### config.mk
export PLATFORM = sky130hd
export DESIGN_NAME = tce_alu
export DESIGN_NICKNAME = d
export VERILOG_FILES = /design/src/design/tce_pkg.sv /design/src/design/tce_alu.sv
export SDC_FILE = /design/constraint.sdc
export NUM_CORES = 1
export LEC_CHECK = 0
export BUFFER_PORTS_ARGS = -buffer_cell sky130_fd_sc_hd__buf_2
export CAP_MARGIN = 0
export CORE_MARGIN = 2
export CORE_UTILIZATION = 30
export DETAILED_ROUTE_END_ITERATION = 12
export SYNTH_ARGS = -nofsm -noshare
export SYNTH_HDL_FRONTEND = slang
export SYNTH_SLANG_ARGS = --single-unit
### constraint.sdc
create_clock -name vclk -period 2.75
set_input_delay 0 -clock vclk [all_inputs]
set_output_delay 0 -clock vclk [all_outputs]
set_load 0.02 [all_outputs]
### src/design/tce_pkg.sv
// Shared types and constants for the text console cursor engine.
// Depends on nothing; every other file of the block imports it.
`timescale 1ns / 1ps
`default_nettype none

package tce_pkg;

  // Screen geometry.
  localparam int COLUMNS  = 80;
  localparam int ROWS     = 25;
  localparam int TAB_STOP = 8;
  localparam int CELLS    = COLUMNS * ROWS;
  localparam int ADDR_W   = $clog2(CELLS);

  // Field widths of the request and result beats.
  localparam int REQ_W  = 2;
  localparam int CHAR_W = 8;
  localparam int NIB_W  = 4;
  localparam int IDX_W  = 11;
  localparam int CELL_W = 16;
  localparam int COL_W  = 7;
  localparam int ROW_W  = 5;
  localparam int LOC_W  = 11;

  // Request codes.
  localparam logic [REQ_W-1:0] REQ_PUT   = 2'd0;
  localparam logic [REQ_W-1:0] REQ_READ  = 2'd1;
  localparam logic [REQ_W-1:0] REQ_CLEAR = 2'd2;

  // Character codes.
  localparam logic [CHAR_W-1:0] CH_BS        = 8'h08;
  localparam logic [CHAR_W-1:0] CH_TAB       = 8'h09;
  localparam logic [CHAR_W-1:0] CH_LF        = 8'h0A;
  localparam logic [CHAR_W-1:0] CH_CR        = 8'h0D;
  localparam logic [CHAR_W-1:0] CH_SPACE     = 8'h20;
  localparam logic [CHAR_W-1:0] CH_PRINT_MAX = 8'h7F;

  localparam logic [CELL_W-1:0] BLANK_CELL = 16'h0F20;

  // Rotating colour sequence constants.
  localparam logic [NIB_W-1:0] ROT_STEP = 4'd3;
  localparam logic [NIB_W-1:0] ROT_MOD  = 4'd10;

  typedef enum logic {
    ALU_ADD,
    ALU_LOC
  } alu_op_e;

  typedef struct packed {
    alu_op_e           op;
    logic [ADDR_W-1:0] a;
    logic [ADDR_W-1:0] b;
  } alu_req_t;

  typedef struct packed {
    logic              en;
    logic [ADDR_W-1:0] addr;
    logic [CELL_W-1:0] data;
  } ram_wr_t;

  typedef struct packed {
    logic              en;
    logic [ADDR_W-1:0] addr;
  } ram_rd_t;

endpackage

`default_nettype wire

### src/design/tce_alu.sv
// Shared address unit: plain add, or row times COLUMNS plus column.
// Depends on tce_pkg for the request struct and geometry.
`timescale 1ns / 1ps
`default_nettype none

module tce_alu (
  input  wire tce_pkg::alu_req_t       req_i,
  output logic [tce_pkg::ADDR_W-1:0]   y_o
);
  import tce_pkg::*;

  always_comb begin
    unique case (req_i.op)
      ALU_ADD: y_o = req_i.a + req_i.b;
      ALU_LOC: y_o = ADDR_W'(int'(req_i.a) * COLUMNS + int'(req_i.b));
      default: y_o = '0;
    endcase
  end

endmodule

`default_nettype wire

==> results.yml, run 1 <==
global_route:
  grt_pass1_wl_um: 4064
  grt_overflow_total: 0
  grt_max_degree: 21
  antenna_found_initial: 0
  grtUsageTotal: 0.1379
  grt_pass1_vias: 968
cts:
  cts_hold_buffers: 0
  post_cts_buffers: 0
  cts_repair_resize_count: 0
status:
  status: "completed"
worst_setup_path:
  crit_chain: "buf_2 -> ha_1 -> ha_1 -> fa_1 -> ha_1 -> o21a_1 -> o31a_1 -> o22ai_1 -> xnor2_1 -> mux2i_1 -> buf_2"
  crit_arrival_ps: 2290
  crit_top_cell: "ha_1"
  worstPathMaxFanout: 5
  endpoint: "y_o[10]"
  path_buf_inv: 2
  startpoint: "req_i[12]"
  crit_path_end_kind: "output port"
  crit_cells: 11
  setup.worst_path.start_class: "input pin"
  critical_path.top_delay_family: "adder cells"
  crit_path_top_delay_cell: "fa_1"
  max_stage_delay_ps: 440
  critPathKind: "in2out"
  crit_required_ps: 2750
synth:
  synth_area_um2: 963.4
  avgSynthCellArea_um2: 7.897
  synth-seq-area-share: 0
  yosys.area.top_type: "ha_1"
  synth.area.top_cells: "ha_1, xnor2_1, a21oi_1, fa_1, o21ai_0"
  ys_types: 34
  synth_warnings: 0
  netlist_instances: 122
  synth_top_area_share: 0.2987
  synth_fp_nets: 171
placement:
  hpwl_um: 2159
  port_buffers: 34
  globalplace.congestion: 0.8112
die:
  rows: 20
  core-area_mm2: 0.003053
  start_util: 0.3156
  die_area_mm2: 0.003681
  boundaryPins: 34
  fp.dieH_um: 60.67
  die_w_um: 60.67
drt:
  drtIter0Drc: 40
  route.detailed.drc: 0
  vias: 1003
  wl_per_cell_um: 12.30
  drt-vias-per-instance: 5.066
  dr.pass1.iters: 4
  ant_nets: 0
  drt_wl_total_um: 2435
power:
  power.density_mw_per_mm2: 306.7
  ir_worst_vdd_mv: 0.1871
  leakage_nw: 0.5887
sta:
  rsz0062_at_grt: "false"
  hold_violations: 0
  period_needed_ps: 2292
  worst_slew_pin_slew_ps: 405.1
  drv_slew: 0
  slew_headroom: 0.7299
  finalSetupTns_ps: 0
  setup-violations-final: 0
  hold_slack_ps: 346.3
  max_freq_ghz: 0.4363
  final.period_utilization: 0.8335
finish:
  nClkBuffers: 0
  ff_latch_area_um2: 0
  diodes: 0
  postLayoutCoreUtil: 0.3869
  seq_cell_count: 0
  areaGrowthSynthToFinish_pct: 22.60
  drive_gt1_frac: 0.2597
  nNetsFinal: 205
worst_hold_path:
  hp-class: "in2out"
flow_run:
  drv_cap: 0
[power breakdown]
group          internal (mW)  leakage, nW  switching (mW)  total (mW)
registers                  0            0               0           0
clock network              0            0               0           0
logic                  0.159        0.589           0.203       0.362
[cell usage after synthesis (3+ instances only)]
master	instances
xor2_1	5
a21o_1	5
inv_1	6
o21a_1	3
xnor2_1	10
a21oi_1	12
ha_1	23
nor2_1	3
nand2_1	12
fa_1	3
o21ai_0	10
[cells in the final DEF, fill, tap and decap left out]
cell	instances
or2_2	1
ha_1	23
a21o_1	5
nand2_1	12
o21a_1	3
and3_4	1
inv_1	6
nand4_1	2
o22ai_1	2
nor3b_1	1
buf_2	34
a21oi_1	12
o21ai_0	10
mux2i_1	2
nand4b_1	1
nor2b_1	2
mux2_2	2
o31ai_2	1
fa_1	3
xnor2_1	10
nor4b_1	1
nor4_1	1
and4b_1	1
o21ai_1	1
a221oi_2	1
a31oi_1	1
o31a_1	1
a211oi_1	2
nand2b_1	1
xor2_1	5
o31ai_1	1
nor2_1	3
nor3_1	1
o211ai_1	1
[logic make-up after synthesis]
logic type / synth area share
adder cells (fa/ha/maj): 0.3610
AND/OR/NAND/NOR: 0.1571
buffers and inverters: 0.03117
AO/OA/AOI/OAI: 0.2701
multiplexers: 0.04416
XOR/XNOR: 0.1364
[worst min path at each step]
stage	startpoint	endpoint	slack (ps)	cells after the start
6_report	req_i[3]	y_o[3]	350	4
5_1_grt	req_i[2]	y_o[2]	380	4
4_1_cts	req_i[2]	y_o[2]	350	4
3_5_place_dp	req_i[2]	y_o[2]	350	4
3_3_place_gp	req_i[3]	y_o[3]	340	4
2_1_floorplan	req_i[0]	y_o[0]	190	1
[metal layers]
layer	share of wire	routed length (um)	vias to the layer above	global-route usage
li1	-	-	517	-
met4	0	0	0	0.006211
met2	0.50	1206	17	0.2611
met3	0.035	85	0	0.004264
met1	0.47	1143	469	0.1821
met5	0	0	-	0
[per-stage QoR]
stage | instances | instance area [um2] | setup WS [ps] | total power, mW
6_report | 198 | 1181 | 457.7 | 0.3622
5_1_grt | 198 | 1181 | 307.6 | 0.4022
4_1_cts | 198 | 1181 | 459.4 | 0.3641
3_5_place_dp | 198 | 1181 | 466.4 | 0.3621
3_3_place_gp | 198 | 1181 | 529.4 | 0.3542
2_1_floorplan | 122 | 963.4 | 675.3 | 0.2659
[area by class of cell]
class	count	area, um2
fill	334	1872
inverter	6	22.52
multi-input combinational	114	933.4
tap	44	55.05
timing repair buffer	34	170.2
Power figures use the tool's default switching activity.
==> run 2: changes to the inputs <==
- ABC_AREA: unset -> 1
- clock period: 2.75 -> 2.15 ns (I/O delays scaled with it)
==> results.yml, run 2 <==
sta:
  final.period_utilization: 0.9596
  worst_slew_pin_slew_ps: 413.6
  finalSetupTns_ps: 0
  slew_headroom: 0.7240
  period_needed_ps: 2063
  setup-violations-final: 0
  drv_slew: 0
  max_freq_ghz: 0.4847
  hold_violations: 0
worst_setup_path:
  crit_path_top_delay_cell: "fa_2"
  startpoint: "req_i[12]"
  worstPathMaxFanout: 3
  max_stage_delay_ps: 350
  crit_chain: "buf_2 -> ha_4 -> ha_4 -> fa_2 -> xor2_1 -> ha_1 -> buf_6 -> buf_4 -> buf_4 -> inv_2 -> nand4_1 -> nand3_1 -> nand2_1 -> buf_6"
  crit_required_ps: 2150
  critPathKind: "in2out"
  critical_path.top_delay_family: "adder cells"
  path_buf_inv: 6
  setup.worst_path.start_class: "input pin"
  crit_path_end_kind: "output port"
  crit_arrival_ps: 2060
placement:
  hpwl_um: 2798
  globalplace.congestion: 0.8035
  port_buffers: 34
  place_inst: 291
flow_run:
  drv_cap: 0
synth:
  synth.most_common_cell: "nand2_1"
  synth.area.top_cells: "nand2_1, ha_1, inv_1, nand3_1, fa_1"
  ys_types: 25
  avgSynthCellArea_um2: 5.603
  yosys.area.top_type: "nand2_1"
  synth_fp_nets: 254
  synth_area_mm2: 0.001149
  synth-seq-area-share: 0
  synth_warnings: 0
  synth_common_cells: "nand2_1, inv_1, ha_1, nand3_1, nor2_1"
  synth_top_area_share: 0.2614
  netlist_instances: 205
finish:
  diodes: 0
  seq_cell_count: 0
  fin_cells: 293
  ff_latch_area_um2: 0
  nNetsFinal: 296
  areaGrowthSynthToFinish_pct: 34.10
  nClkBuffers: 0
  layout_commonest_cell: "nand2_1"
  final_cell_mix: "nand2_1, buf_2, inv_1"
  drive_gt1_frac: 0.2490
worst_hold_path:
  min_from: "req_i[0]"
  hold_end: "y_o[0]"
  hp-class: "in2out"
  hold_path_depth: 4
drt:
  route.detailed.drc: 0
  vias: 1346
  ant_nets: 0
  drtIter0Drc: 59
  wl_per_cell_um: 11.24
  dr.pass1.iters: 4
  drt_wl_total_um: 3293
  drt-vias-per-instance: 4.594
power:
  intPower_mw: 0.2516
  pwr-share-seq: 0
  net-switching-power_mw: 0.3160
  ir_worst_vdd_mv: 0.1842
  p_sw_frac: 0.5568
  pwr-share-comb: 1.000
  leakage_nw: 0.8790
  clockPowerShare: 0
  power.density_mw_per_mm2: 368.5
global_route:
  antenna_found_initial: 0
  grt_pass1_wl_um: 5637
  grt_max_degree: 13
  grt_pass1_vias: 1339
  grtUsageTotal: 0.1603
  grt_overflow_total: 0
die:
  die_area_mm2: 0.004340
  die_w_um: 65.88
  start_util: 0.3137
  fp.dieH_um: 65.88
  boundaryPins: 34
  rows: 22
  core-area_mm2: 0.003661
cts:
  cts_hold_buffers: 0
status:
  status: "completed"
-- run 2: cell types whose count changed after synthesis, moves of 6 or more --
cell	before	now
xnor2_1	10	4
nand3_1	0	19
nand2_1	12	80
o21ai_0	10	3
a21oi_1	12	6
nor2_1	3	16
inv_1	6	26
-- run 2: metal layers --
layer | part of all wire | vias up | wire length, um | GRT usage
met5 | 0 | - | 0 | 0
met4 | 0 | 0 | 0 | 0
met3 | 0.044 | 0 | 145 | 0.005111
met2 | 0.46 | 23 | 1517 | 0.2816
met1 | 0.49 | 581 | 1630 | 0.2298
li1 | - | 742 | - | -
-- run 2: power groups by stage --
stage	Combinational, mW	Sequential [mW]	Clock [mW]
6_report	0.568	0	0
5_1_grt	0.644	0	0
4_1_cts	0.516	0	0
3_5_place_dp	0.495	0	0
3_3_place_gp	0.493	0	0
2_1_floorplan	0.344	0	0
-- run 2: layout make-up --
cell class / count / area [um2]
Fill cell: 414 / 2121
Inverter: 27 / 101.3
Multi-Input combinational cell: 176 / 1126
Tap cell: 48 / 60.06
Timing Repair Buffer: 42 / 252.7
-- run 2: cells by family (layout without fill, tap and decap cells) --
family                     count (synthesis)  count (layout)  synth area share
AOI/OAI and AO/OA                         16              16           0.07952
xor gates and xnor gates                   6               6           0.04575
adders and majority gates                 26              26            0.3028
buffers and inverters                     29              69           0.09585
and+or+nand+nor                          128             128            0.4761
-- run 2: tightest hold or removal path, delay by kind of cell --
kind / cells / cell delay (ps)
buf+inv: 2 / 240
simple gates: 2 / 100
-- run 2: stage by stage --
step,util,power (mW),hold WS [ps],area (um2),setup WS (ps)
2_1_floorplan,-,0.3444,174.6,1149,191.3
3_3_place_gp,0.3865,0.4929,332.5,1415,-86.80
3_5_place_dp,0.3865,0.4945,335.1,1415,-114.7
4_1_cts,0.3975,0.5161,336.2,1455,29.59
5_1_grt,0.4207,0.6436,371.1,1540,-11.80
6_report,0.4207,0.5676,332.8,1540,86.91
-- run 2: timing repair --
action                                  CTS  global route
endpoints found under the setup margin    1             1
resized for setup                         5            15
setup buffers                             1             1
pin swaps                                 3            11
-- run 2: worst max path at each step --
stage          slack, ps  cells after the start      end
3_5_place_dp        -110                     15  y_o[10]
6_report              90                     14   y_o[9]
2_1_floorplan        190                     13  y_o[10]
3_3_place_gp         -90                     15  y_o[10]
5_1_grt              -10                     14   y_o[9]
4_1_cts               30                     15  y_o[10]
==> run 3: changes to the inputs <==
- CORE_UTILIZATION: 30 -> 47
- PLACE_DENSITY: unset -> 0.74
==> results.yml, run 3 (same netlist as run 2, synthesis figures left out) <==
sta:
  slew_headroom: 0.7438
  drv_slew: 0
  setup-violations-final: 0
  final.period_utilization: 0.9518
  hold_violations: 0
  worst_slew_pin_slew_ps: 383.9
  max_freq_ghz: 0.4887
  finalSetupTns_ps: 0
  period_needed_ps: 2046
  rsz0062_at_grt: "false"
worst_setup_path:
  worstPathMaxFanout: 3
  crit_arrival_ps: 2050
  setup.worst_path.start_class: "input pin"
  crit_path_end_kind: "output port"
  crit_required_ps: 2150
  critPathKind: "in2out"
drt:
  drtIter0Drc: 24
  ant_nets: 0
  vias: 1376
  dr.pass1.iters: 4
  wl_per_cell_um: 11.65
  route.detailed.drc: 0
  drt-vias-per-instance: 5.059
  drt_wl_total_um: 3170
global_route:
  grt_overflow_total: 0
  use_met2: 0.4177
  grtUsageMet3: 0.008475
  grt_use_met1: 0.3238
  antenna_found_initial: 0
  grtUsageTotal: 0.2348
  grt_pass1_wl_um: 5023
  top_usage_layer: "met2"
  grt_pass1_vias: 1198
  grt_max_degree: 13
power:
  power.density_mw_per_mm2: 363.6
  leakage_nw: 0.8732
  ir_worst_vdd_mv: 0.2615
placement:
  place_inst: 270
  globalplace.congestion: 0.8005
  port_buffers: 34
  hpwl_um: 2575
status:
  status: "completed"
finish:
  fin_cells: 272
  nClkBuffers: 0
  diodes: 0
  nNetsFinal: 295
  n_fill_cell: 227
  seq_cell_count: 0
  final_cell_mix: "nand2_1, buf_2, inv_1"
  areaGrowthSynthToFinish_pct: 29.52
  drive_gt1_frac: 0.2418
  ff_latch_area_um2: 0
  layout_commonest_cell: "nand2_1"
die:
  start_util: 0.5094
  boundaryPins: 34
  rows: 17
  die_w_um: 53.44
  core-area_mm2: 0.002255
  fp.dieH_um: 53.44
  die_area_mm2: 0.002855
cts:
  cts_hold_buffers: 0
flow_run:
  drv_cap: 0
worst_hold_path:
  hp-class: "in2out"
[run 3: metal layers]
metal,wire [um],vias to the layer above
met2,1463,34
li1,-,746
met1,1481,594
met4,15,0
met5,0,-
met3,209,2
[run 3: metrics by stage]
stage	hold WS (ps)	power, mW	area (um2)	util	setup slack (ps)
finish	333.7	0.5410	1488	0.6598	103.6
global route	350.3	0.6083	1488	0.6598	7.230
CTS	332.6	0.5153	1419	0.6293	20.58
detailed placement	332.6	0.4901	1383	0.6132	-80.85
global placement	333.2	0.4865	1383	0.6132	-48.45
floorplan	174.6	0.3444	1149	-	191.3
[run 3: layout make-up]
cell class	count	area [um2]	area share
multi-input cells	176	1115	0.7494
repair buffers	41	235.2	0.1581
inverters	27	102.6	0.06897
well taps	28	35.03	0.02355
[run 3: power breakdown]
part | switching (mW) | leakage, nW | internal [mW]
registers | 0 | 0 | 0
logic | 0.310 | 0.873 | 0.231
clock network | 0 | 0 | 0
[run 3: repair_timing]
| item | in CTS | in global routing |
|---|---|---|
| endpoints found under the setup margin | 1 | 2 |
| gates resized for setup | 7 | 9 |
| buffers inserted | 1 | 1 |
| pin swaps | 6 | 8 |
| gates cloned | 0 | 0 |
| endpoints found under the hold margin | 0 | 0 |
[run 3: worst paths after layout]
kind                      start  endpoint  cells past startpoint
worst max-delay path  req_i[13]   y_o[10]                     14
worst min-delay path   req_i[3]    y_o[3]                      4
[run 3: worst max-delay path: stages]
cell and delay, ps:
buf_2 140, ha_2 190, ha_4 160, fa_2 330, xor2_1 150, ha_1 330
nand2_1 90, clkinv_2 60, nand4_1 90, nor2b_2 170, nand3_1 60, nand3_1 70
nand2_1 80, buf_6 110
